--- src/rtl/ostt_pkg.sv ---
// shared types, codes and sizes of the timer table
`timescale 1ns / 1ps
package ostt_pkg;
  localparam int SLOTS  = 16;
  localparam int SLOT_W = $clog2(SLOTS);
  localparam int CNT_W  = $clog2(SLOTS + 1);

  localparam logic [2:0] ACT_START_ONE = 3'd0;
  localparam logic [2:0] ACT_START_PER = 3'd1;
  localparam logic [2:0] ACT_RESTART   = 3'd2;
  localparam logic [2:0] ACT_CANCEL    = 3'd3;
  localparam logic [2:0] ACT_TICK      = 3'd4;

  localparam logic [1:0] OP_START   = 2'd0;
  localparam logic [1:0] OP_RESTART = 2'd1;
  localparam logic [1:0] OP_CANCEL  = 2'd2;
  localparam logic [1:0] OP_TICK    = 2'd3;

  localparam logic [1:0] KIND_START  = 2'd0;
  localparam logic [1:0] KIND_CTRL   = 2'd1;
  localparam logic [1:0] KIND_EXPIRY = 2'd2;

  localparam logic [31:0] HALF = 32'h8000_0000;

  typedef struct packed {
    logic [1:0]  op;
    logic        periodic;
    logic [7:0]  id;
    logic [7:0]  src;
    logic [7:0]  dst;
    logic [15:0] sig;
    logic [31:0] per;
    logic [31:0] now;
  } cmd_t;

  typedef struct packed {
    logic [1:0]  kind;
    logic        ok;
    logic [5:0]  slot_id;
    logic [7:0]  from_id;
    logic [7:0]  to_id;
    logic [15:0] sig;
    logic        periodic;
    logic        last;
    logic [6:0]  active_now;
    logic [6:0]  active_peak;
    logic [31:0] starts;
    logic [31:0] expiries;
  } res_t;
endpackage

--- src/rtl/ostt_front.sv ---
// request intake: decodes the action and queues commands for the engine
`timescale 1ns / 1ps
module ostt_front (
  input  logic          clk,
  input  logic          rst_n,
  input  logic          in_tvalid,
  output logic          in_tready,
  input  logic [2:0]    in_tuser,
  input  logic [103:0]  in_tdata,
  output logic          cmd_valid,
  input  logic          cmd_ready,
  output ostt_pkg::cmd_t cmd
);
  import ostt_pkg::*;

  cmd_t       q_r [2];
  logic       wp_r, rp_r;
  logic [1:0] cnt_r;
  cmd_t       dec;
  logic       known;
  logic       push, pop;

  always_comb begin
    dec.op       = OP_TICK;
    dec.periodic = 1'b0;
    dec.id       = in_tdata[7:0];
    dec.src      = in_tdata[15:8];
    dec.dst      = in_tdata[23:16];
    dec.sig      = in_tdata[39:24];
    dec.per      = in_tdata[71:40];
    dec.now      = in_tdata[103:72];
    known        = 1'b1;
    case (in_tuser)
      ACT_START_ONE: dec.op = OP_START;
      ACT_START_PER: begin
        dec.op       = OP_START;
        dec.periodic = 1'b1;
      end
      ACT_RESTART:   dec.op = OP_RESTART;
      ACT_CANCEL:    dec.op = OP_CANCEL;
      ACT_TICK:      dec.op = OP_TICK;
      default:       known = 1'b0;
    endcase
  end

  assign in_tready = (cnt_r != 2'd2);
  // undefined actions are taken and dropped
  assign push      = in_tvalid && in_tready && known;
  assign cmd_valid = (cnt_r != 2'd0);
  assign pop       = cmd_valid && cmd_ready;
  assign cmd       = q_r[rp_r];

  always_ff @(posedge clk) begin
    if (!rst_n) begin
      wp_r  <= 1'b0;
      rp_r  <= 1'b0;
      cnt_r <= 2'd0;
    end else begin
      if (push) wp_r <= ~wp_r;
      if (pop) rp_r <= ~rp_r;
      cnt_r <= cnt_r + 2'(push) - 2'(pop);
    end
  end

  always_ff @(posedge clk) begin
    if (push) q_r[wp_r] <= dec;
  end
endmodule

--- src/rtl/ostt_div.sv ---
// bit-serial restoring remainder unit, one quotient bit per cycle
`timescale 1ns / 1ps
module ostt_div (
  input  logic        clk,
  input  logic        rst_n,
  input  logic        start,
  input  logic [31:0] num,
  input  logic [31:0] den,
  output logic        busy,
  output logic [31:0] rem
);
  logic [31:0] n_r, r_r, d_r;
  logic [5:0]  cnt_r;
  logic [32:0] t;
  logic        ge;

  assign t    = {r_r, n_r[31]};
  assign ge   = t >= {1'b0, d_r};
  assign busy = (cnt_r != 6'd0);
  assign rem  = r_r;

  always_ff @(posedge clk) begin
    if (!rst_n) begin
      cnt_r <= 6'd0;
    end else if (start) begin
      cnt_r <= 6'd32;
    end else if (busy) begin
      cnt_r <= cnt_r - 6'd1;
    end
  end

  always_ff @(posedge clk) begin
    if (start) begin
      n_r <= num;
      r_r <= 32'd0;
      d_r <= den;
    end else if (busy) begin
      n_r <= {n_r[30:0], 1'b0};
      r_r <= ge ? 32'(t - {1'b0, d_r}) : t[31:0];
    end
  end
endmodule

--- src/rtl/ostt_engine.sv ---
// command engine: slot store, tick scan, catch-up and result register
`timescale 1ns / 1ps
module ostt_engine (
  input  logic           clk,
  input  logic           rst_n,
  input  logic           cmd_valid,
  output logic           cmd_ready,
  input  ostt_pkg::cmd_t cmd,
  output logic           out_valid,
  input  logic           out_ready,
  output ostt_pkg::res_t out_res
);
  import ostt_pkg::*;

  localparam logic [2:0] ST_IDLE  = 3'd0;
  localparam logic [2:0] ST_REPLY = 3'd1;
  localparam logic [2:0] ST_COUNT = 3'd2;
  localparam logic [2:0] ST_SCAN  = 3'd3;
  localparam logic [2:0] ST_DIV   = 3'd4;
  localparam logic [2:0] ST_EMIT  = 3'd5;

  logic [2:0]        st_r, st_nxt;
  cmd_t              cmd_r, cmd_nxt;
  logic [SLOT_W-1:0] idx_r, idx_nxt;
  logic [CNT_W-1:0]  due_r, due_nxt, free_r, free_nxt, rem_r, rem_nxt;
  logic [CNT_W-1:0]  cnt_r, cnt_nxt, max_r, max_nxt;
  logic [31:0]       starts_r, starts_nxt, exps_r, exps_nxt;
  logic [SLOTS-1:0]  active_r, active_nxt, periodic_r, periodic_nxt;
  logic [7:0]        src_r [SLOTS];
  logic [7:0]        dst_r [SLOTS];
  logic [15:0]       sig_r [SLOTS];
  logic [31:0]       per_r [SLOTS];
  logic [31:0]       dl_r [SLOTS];
  res_t              out_r, out_nxt;
  logic              out_valid_r, out_valid_nxt;

  logic              sw_fields, sw_per, sw_dl;
  logic [SLOT_W-1:0] sw_idx;
  logic [31:0]       sw_dl_val;

  logic [SLOT_W-1:0] rd_idx, found;
  logic              any_free, out_free, id_ok, cur_due, cur_rep;
  logic [31:0]       cur_dl, cur_per, d, q, x, kq, new_dl;
  logic              case_a;
  logic [CNT_W-1:0]  cnt_inc, tot_due, tot_free;
  logic              div_start, div_busy;
  logic [31:0]       div_num, div_den, div_rem;

  assign out_free = !out_valid_r || out_ready;
  assign rd_idx   = (st_r == ST_REPLY) ? cmd_r.id[SLOT_W-1:0] : idx_r;
  assign cur_dl   = dl_r[rd_idx];
  assign cur_per  = per_r[rd_idx];
  assign d        = cmd_r.now - cur_dl;
  assign cur_due  = active_r[rd_idx] && !d[31];
  assign cur_rep  = periodic_r[rd_idx] && (cur_per != 32'd0);
  assign id_ok    = (cmd_r.id < 8'(SLOTS)) && active_r[rd_idx];
  assign any_free = ~&active_r;
  assign cnt_inc  = cnt_r + CNT_W'(1);

  always_comb begin
    found = '0;
    for (int i = SLOTS - 1; i >= 0; i--) begin
      if (!active_r[i]) found = SLOT_W'(i);
    end
  end

  // catch-up: for p up to 2^31 new = now - (d mod p) + p,
  // otherwise step back by whole multiples of q = 2^32 - p
  assign case_a  = cur_per <= HALF;
  assign q       = 32'd0 - cur_per;
  assign x       = HALF - d;
  assign div_num = case_a ? d : x;
  assign div_den = case_a ? cur_per : q;
  assign kq      = x + ((div_rem == 32'd0) ? 32'd0 : q - div_rem);
  assign new_dl  = case_a ? cmd_r.now - div_rem + cur_per : cur_dl - kq;

  assign tot_due  = due_r + CNT_W'(cur_due);
  assign tot_free = free_r + CNT_W'(cur_due && !cur_rep);

  ostt_div u_div (
    .clk   (clk),
    .rst_n (rst_n),
    .start (div_start),
    .num   (div_num),
    .den   (div_den),
    .busy  (div_busy),
    .rem   (div_rem)
  );

  assign cmd_ready = (st_r == ST_IDLE);

  always_comb begin
    st_nxt        = st_r;
    cmd_nxt       = cmd_r;
    idx_nxt       = idx_r;
    due_nxt       = due_r;
    free_nxt      = free_r;
    rem_nxt       = rem_r;
    cnt_nxt       = cnt_r;
    max_nxt       = max_r;
    starts_nxt    = starts_r;
    exps_nxt      = exps_r;
    active_nxt    = active_r;
    periodic_nxt  = periodic_r;
    out_nxt       = out_r;
    out_valid_nxt = out_valid_r && !out_ready;
    sw_fields     = 1'b0;
    sw_per        = 1'b0;
    sw_dl         = 1'b0;
    sw_idx        = rd_idx;
    sw_dl_val     = cmd_r.now + cmd_r.per;
    div_start     = 1'b0;
    case (st_r)
      ST_IDLE: begin
        if (cmd_valid) begin
          cmd_nxt  = cmd;
          idx_nxt  = '0;
          due_nxt  = '0;
          free_nxt = '0;
          st_nxt   = (cmd.op == OP_TICK) ? ST_COUNT : ST_REPLY;
        end
      end
      ST_REPLY: begin
        if (out_free) begin
          out_valid_nxt = 1'b1;
          out_nxt       = '0;
          out_nxt.last  = 1'b1;
          case (cmd_r.op)
            OP_START: begin
              out_nxt.kind = KIND_START;
              if (cmd_r.per != 32'd0 && any_free) begin
                sw_fields           = 1'b1;
                sw_per              = 1'b1;
                sw_dl               = 1'b1;
                sw_idx              = found;
                active_nxt[found]   = 1'b1;
                periodic_nxt[found] = cmd_r.periodic;
                cnt_nxt             = cnt_inc;
                if (cnt_inc > max_r) max_nxt = cnt_inc;
                starts_nxt          = starts_r + 32'd1;
                out_nxt.ok          = 1'b1;
                out_nxt.slot_id     = 6'(found);
                out_nxt.periodic    = cmd_r.periodic;
              end
            end
            OP_RESTART: begin
              out_nxt.kind = KIND_CTRL;
              if (id_ok && cmd_r.per != 32'd0) begin
                sw_per          = 1'b1;
                sw_dl           = 1'b1;
                out_nxt.ok      = 1'b1;
                out_nxt.slot_id = 6'(rd_idx);
              end
            end
            default: begin
              out_nxt.kind = KIND_CTRL;
              if (id_ok) begin
                active_nxt[rd_idx] = 1'b0;
                cnt_nxt            = cnt_r - CNT_W'(1);
                out_nxt.ok         = 1'b1;
                out_nxt.slot_id    = 6'(rd_idx);
              end
            end
          endcase
          out_nxt.active_now  = 7'(cnt_nxt);
          out_nxt.active_peak = 7'(max_nxt);
          out_nxt.starts      = starts_nxt;
          out_nxt.expiries    = exps_r;
          st_nxt              = ST_IDLE;
        end
      end
      // first pass: count due slots so every result carries final totals
      ST_COUNT: begin
        due_nxt  = tot_due;
        free_nxt = tot_free;
        idx_nxt  = idx_r + SLOT_W'(1);
        if (idx_r == SLOT_W'(SLOTS - 1)) begin
          cnt_nxt  = cnt_r - tot_free;
          exps_nxt = exps_r + 32'(tot_due);
          rem_nxt  = tot_due;
          idx_nxt  = '0;
          st_nxt   = (tot_due == '0) ? ST_IDLE : ST_SCAN;
        end
      end
      ST_SCAN: begin
        if (cur_due) begin
          if (cur_rep) begin
            div_start = 1'b1;
            st_nxt    = ST_DIV;
          end else begin
            st_nxt = ST_EMIT;
          end
        end else begin
          idx_nxt = idx_r + SLOT_W'(1);
        end
      end
      ST_DIV: begin
        if (!div_busy) begin
          sw_dl     = 1'b1;
          sw_dl_val = new_dl;
          st_nxt    = ST_EMIT;
        end
      end
      ST_EMIT: begin
        if (out_free) begin
          out_valid_nxt       = 1'b1;
          out_nxt.kind        = KIND_EXPIRY;
          out_nxt.ok          = 1'b1;
          out_nxt.slot_id     = 6'(idx_r);
          out_nxt.from_id     = src_r[idx_r];
          out_nxt.to_id       = dst_r[idx_r];
          out_nxt.sig         = sig_r[idx_r];
          out_nxt.periodic    = periodic_r[idx_r];
          out_nxt.last        = (rem_r == CNT_W'(1));
          out_nxt.active_now  = 7'(cnt_r);
          out_nxt.active_peak = 7'(max_r);
          out_nxt.starts      = starts_r;
          out_nxt.expiries    = exps_r;
          if (!cur_rep) active_nxt[idx_r] = 1'b0;
          rem_nxt = rem_r - CNT_W'(1);
          idx_nxt = idx_r + SLOT_W'(1);
          st_nxt  = (rem_r == CNT_W'(1)) ? ST_IDLE : ST_SCAN;
        end
      end
      default: st_nxt = ST_IDLE;
    endcase
  end

  always_ff @(posedge clk) begin
    if (!rst_n) begin
      st_r        <= ST_IDLE;
      cnt_r       <= '0;
      max_r       <= '0;
      starts_r    <= 32'd0;
      exps_r      <= 32'd0;
      active_r    <= '0;
      periodic_r  <= '0;
      out_valid_r <= 1'b0;
      rem_r       <= '0;
    end else begin
      st_r        <= st_nxt;
      cnt_r       <= cnt_nxt;
      max_r       <= max_nxt;
      starts_r    <= starts_nxt;
      exps_r      <= exps_nxt;
      active_r    <= active_nxt;
      periodic_r  <= periodic_nxt;
      out_valid_r <= out_valid_nxt;
      rem_r       <= rem_nxt;
    end
  end

  always_ff @(posedge clk) begin
    cmd_r  <= cmd_nxt;
    idx_r  <= idx_nxt;
    due_r  <= due_nxt;
    free_r <= free_nxt;
    out_r  <= out_nxt;
    if (sw_fields) begin
      src_r[sw_idx] <= cmd_r.src;
      dst_r[sw_idx] <= cmd_r.dst;
      sig_r[sw_idx] <= cmd_r.sig;
    end
    if (sw_per) per_r[sw_idx] <= cmd_r.per;
    if (sw_dl) dl_r[sw_idx] <= sw_dl_val;
  end

  assign out_valid = out_valid_r;
  assign out_res   = out_r;

  a_count_matches: assert property (@(posedge clk) disable iff (!rst_n)
    (st_r == ST_IDLE) |-> ($countones(active_r) == int'(cnt_r)))
    else $error("active count disagrees with active slots");
  a_peak_bound: assert property (@(posedge clk) disable iff (!rst_n)
    (max_r >= cnt_r) && (max_r <= CNT_W'(SLOTS)))
    else $error("peak below current count or above slot count");
  a_scan_pending: assert property (@(posedge clk) disable iff (!rst_n)
    (st_r == ST_SCAN || st_r == ST_EMIT || st_r == ST_DIV) |-> (rem_r != '0))
    else $error("expiry scan running with nothing left to report");
  a_div_held: assert property (@(posedge clk) disable iff (!rst_n)
    (st_r == ST_DIV && div_busy) |=> (st_r == ST_DIV))
    else $error("left catch-up before remainder was ready");
endmodule

--- src/rtl/one_shot_periodic_timer_table.sv ---
// top level of the one-shot / periodic timer table
`timescale 1ns / 1ps
// Requests enter on the in_ stream: tuser carries the action (start one-shot,
// start periodic, restart, cancel, tick), tdata the operands. Undefined
// actions are taken and produce nothing. Results leave on the out_ stream,
// tuser the result kind and tlast on the final result of a request.
// A two-entry request queue sits in front of the engine, so requests are
// taken while the engine works or the output waits.
// Start, restart and cancel present their one reply on out_tvalid after
// passing the request queue, the engine's command register and the result
// register. A tick passes the request queue into the engine, counts due
// slots in a first pass over all 16 slots, then scans the slots again,
// passing over those not due and emitting one expiry per due slot; for an
// expired periodic slot the catch-up deadline comes first from a bit-serial
// 32-step remainder unit.
// Reset clears all slots and counters at once; no clearing pass is needed.
// When out_tready is low the result register holds, the engine waits, and
// the request queue fills then drops in_tready.
module one_shot_periodic_timer_table (
  input  logic         clk,
  input  logic         rst_n,
  input  logic         in_tvalid,
  output logic         in_tready,
  input  logic [2:0]   in_tuser,   // action
  input  logic [103:0] in_tdata,   // slot, source, destination, signal, period, current_time
  output logic         out_tvalid,
  input  logic         out_tready,
  output logic [1:0]   out_tuser,  // kind
  output logic         out_tlast,
  // ok, slot_id, from_id, to_id, signal_out, is_periodic, active_now, active_peak,
  // starts_total, expiries_total
  output logic [119:0] out_tdata
);
  import ostt_pkg::*;

  cmd_t cmd;
  logic cmd_valid, cmd_ready;
  res_t res;

  ostt_front u_front (
    .clk       (clk),
    .rst_n     (rst_n),
    .in_tvalid (in_tvalid),
    .in_tready (in_tready),
    .in_tuser  (in_tuser),
    .in_tdata  (in_tdata),
    .cmd_valid (cmd_valid),
    .cmd_ready (cmd_ready),
    .cmd       (cmd)
  );

  ostt_engine u_engine (
    .clk       (clk),
    .rst_n     (rst_n),
    .cmd_valid (cmd_valid),
    .cmd_ready (cmd_ready),
    .cmd       (cmd),
    .out_valid (out_tvalid),
    .out_ready (out_tready),
    .out_res   (res)
  );

  assign out_tuser = res.kind;
  assign out_tlast = res.last;
  assign out_tdata = {2'b00, res.expiries, res.starts, res.active_peak, res.active_now,
                      res.periodic, res.sig, res.to_id, res.from_id, res.slot_id, res.ok};
endmodule
--- config.mk ---
export PLATFORM = sky130hd
export DESIGN_NAME = one_shot_periodic_timer_table
export DESIGN_NICKNAME = d
export VERILOG_FILES = /design/src/rtl/ostt_pkg.sv /design/src/rtl/ostt_front.sv /design/src/rtl/ostt_div.sv /design/src/rtl/ostt_engine.sv /design/src/rtl/one_shot_periodic_timer_table.sv
export SDC_FILE = /design/constraint.sdc
export NUM_CORES = 2
export LEC_CHECK = 0
export CAP_MARGIN = 20
export CORE_UTILIZATION = 30
export CTS_BUF_LIST = sky130_fd_sc_hd__clkbuf_8 sky130_fd_sc_hd__clkbuf_16
export CTS_CLUSTER_SIZE = 14
export DETAILED_ROUTE_END_ITERATION = 10
export DONT_BUFFER_PORTS = 1
export PLACE_DENSITY_LB_ADDON = 0.1
export SKIP_CTS_REPAIR_TIMING = 1
export SYNTH_ARGS = -nofsm -noshare
export SYNTH_HDL_FRONTEND = slang
export SYNTH_HIERARCHICAL = 1
export SYNTH_SLANG_ARGS = --single-unit
export TNS_END_PERCENT = 20
--- constraint.sdc ---
create_clock -name clk -period 20.8 [get_ports clk]
set_input_delay 2.08 -clock clk [delete_from_list [all_inputs] [get_ports clk]]
set_output_delay 2.08 -clock clk [all_outputs]
set_load 0.05 [all_outputs]
==> metrics.cfg <==
[run_status]
status=completed

[worst_setup_path]
crit_type=register to register
cpPeakStageDelay_ps=840
arrival_ps=12970
critPathSlowestCell=o32ai_2
cp_max_fo=78
worstSetupEndpointType=register
crit_top_cell=buf_4
crit_path_start_kind=register
required_ps=21390

[yosys]
async_reset_ff_share_pct=0
synth_cells=7713
syn-cell-area_um2=102000
seq_area_frac_synth_pct=63.8
synth.avg_cell_area_um2=13.2
yosysWarnings=6
synth_ff_type=edfxtp_1
synth_edf_count=2050
synth_cell_types=118
synth.ff_latch_count=2212

[floorplan]
core_area_um2=337000
rows=213
fp.dieW_um=584
die_area_um2=341000
io_pins=236
die_y_um=584
initial_core_util_pct=30.2

[detailed_routing]
viasPerCell=5.05
drt-initial-drc-count=5224
postRouteAntennaNets=0
drc=0
totalWireLength_mm=325
dr.pass1.iters=6
wl_per_cell_um=26.0
via_count=63079

[clock_network]
cts.sinks=2212
cts.clk_slew.worst_paths_ps=60
clk_latency_ps=930
cts_tree=done
clockBufferDepth=4
cts-root-buf=clkbuf_16
cts_made_buffers=268
htree_levels=5

[sta]
finalHoldViolCount=0
drv_slew=0
setup_violations=0
slew_headroom_pct=22.4
fmax_mhz=80.7
fin_tns_setup_ps=0
final.setup_skew_ps=78.2
fin_crit_ps=12380
timing.final.crit_share_pct=59.5
rsz0062_at_grt=false
tightest_slew_ps=1160

[final_layout]
nNetsFinal=8168
drive_above_1_share_pct=13.2
final_common_cell=edfxtp_1
multi_input_area_um2=34300
seq_area_um2=64800
nFillCells=32784
mostFrequentLayoutCells=edfxtp_1 (2050), nand2_1 (1248), nand3_1 (380)
area_growth_pct=14.2

[grt]
first_global_vias=62853
grt_remaining_overflow=0
grt_pass1_wl_mm=464
antenna_found_initial=16
grt_use_total_pct=18.7
grt_max_degree=144

[placed_design]
io_buffers=0
gp_routability_congestion=0.881
dp.final_hpwl_mm=198

[hold_path]
hp-class=register to register

[run]
cap_violations=0

## synthesized netlist by cell type (all sizes together) (46+ instances only)
library cell / instances / share of area [%]
edfxtp: 2050 / 61
nand2: 1258 / 4.7
nand3: 381 / 1.9
nor2: 366 / 1.4
inv: 307 / 1.1
xnor2: 236 / 2.0
clkbuf: 230 / 0.85
ha: 217 / 2.7
a21oi: 214 / 1.1
o21ai: 194 / 0.96
mux4: 187 / 4.1
buf: 167 / 0.91
a311oi: 165 / 1.5
dfxtp: 162 / 3.2
and3: 155 / 0.96
mux2: 149 / 1.8
xor2: 138 / 1.2
a21o: 115 / 0.85
and2: 110 / 0.68
a211oi: 78 / 0.58
nor3: 75 / 0.38
fa: 67 / 1.3
a31oi: 63 / 0.39
mux2i: 60 / 0.60
a21boi: 58 / 0.44
nor2b: 53 / 0.33
nand4: 46 / 0.29
## metrics by stage
step                      worst slack [ps]  util, %  hold WS, ps  cell area, µm²  std cells
after floorplan                       9750        -          429          102000       7719
after global placement                8610     31.9          449          107000      12004
after detailed placement              8510     31.9          451          107000      12008
after CTS                             8450     34.4          465          116000      12486
after global routing                  7770     34.4          483          116000      12497
final                                 8420     34.4          464          116000      12499
## cell type report
class	count	area share, %
antenna	3	0.00648
clock buffer	283	6.06
clock inverter	195	1.25
inverter	309	1.00
multi-input combinational	4801	29.6
sequential	2212	55.9
tap	4515	4.87
timing repair buffer	181	1.26
## kinds of logic (layout without fill, tap and decap cells)
kind of cell	Yosys count	count (layout)	share of synthesized area (%)
compound gates	1112	1112	7.60
buf+inv	706	968	2.91
mux	396	396	6.52
fa+ha+maj	287	287	4.03
flops	2212	2212	63.8
xor+xnor	374	374	3.23
other cells	2	11	0.00740
simple gates	2624	2624	11.9
## metal layers
layer | GRT usage (%) | routed length (µm) | vias up
li1 | - | - | 28733
met1 | 26.3 | 151000 | 32352
met2 | 30.2 | 150000 | 1606
met3 | 2.84 | 16100 | 384
met4 | 4.96 | 8830 | 4
met5 | 0 | 27 | -
## worst max-delay path: cells and delay by family, from the launching register on
kind            cells  cell delay (ps)
compound gates     16             3850
flops               1              650
simple gates       12             2860
fa+ha+maj           3             1370
xor+xnor            3              560
buf+inv             5             2560
## state kept, by name, summed over array words and instances, names as in the netlist, 16 cells and up, named ones only
signal,cells
u_engine/cmd_r,107
u_engine/out_res,115
u_engine/u_div/n_r,32
u_engine/u_div/rem,32
u_engine/periodic_r,16
u_engine/src_r,128
u_engine/exps_r,32
u_front/q_r,214
u_engine/dst_r,128
u_engine/active_r,16
u_engine/starts_r,32
u_engine/u_div/d_r,32
u_engine/per_r,512
u_engine/dl_r,512
u_engine/sig_r,256
## path summary, 6_finish.rpt
kind | from | end | slack [ps] | depth (start not counted)
setup / recovery | u_engine/st_r[0] | u_engine/dl_r[11][31] | 8420 | 39
hold / removal | u_engine/exps_r[31] | u_engine/out_res[31] | 460 | 0
setup reg to reg | u_engine/st_r[0] | u_engine/dl_r[11][31] | 8420 | 39
hold reg to reg | u_engine/exps_r[31] | u_engine/out_res[31] | 460 | 0
Power is not shown: default switching activity piles up to over one toggle a cycle in this logic, so the estimate is an artifact.
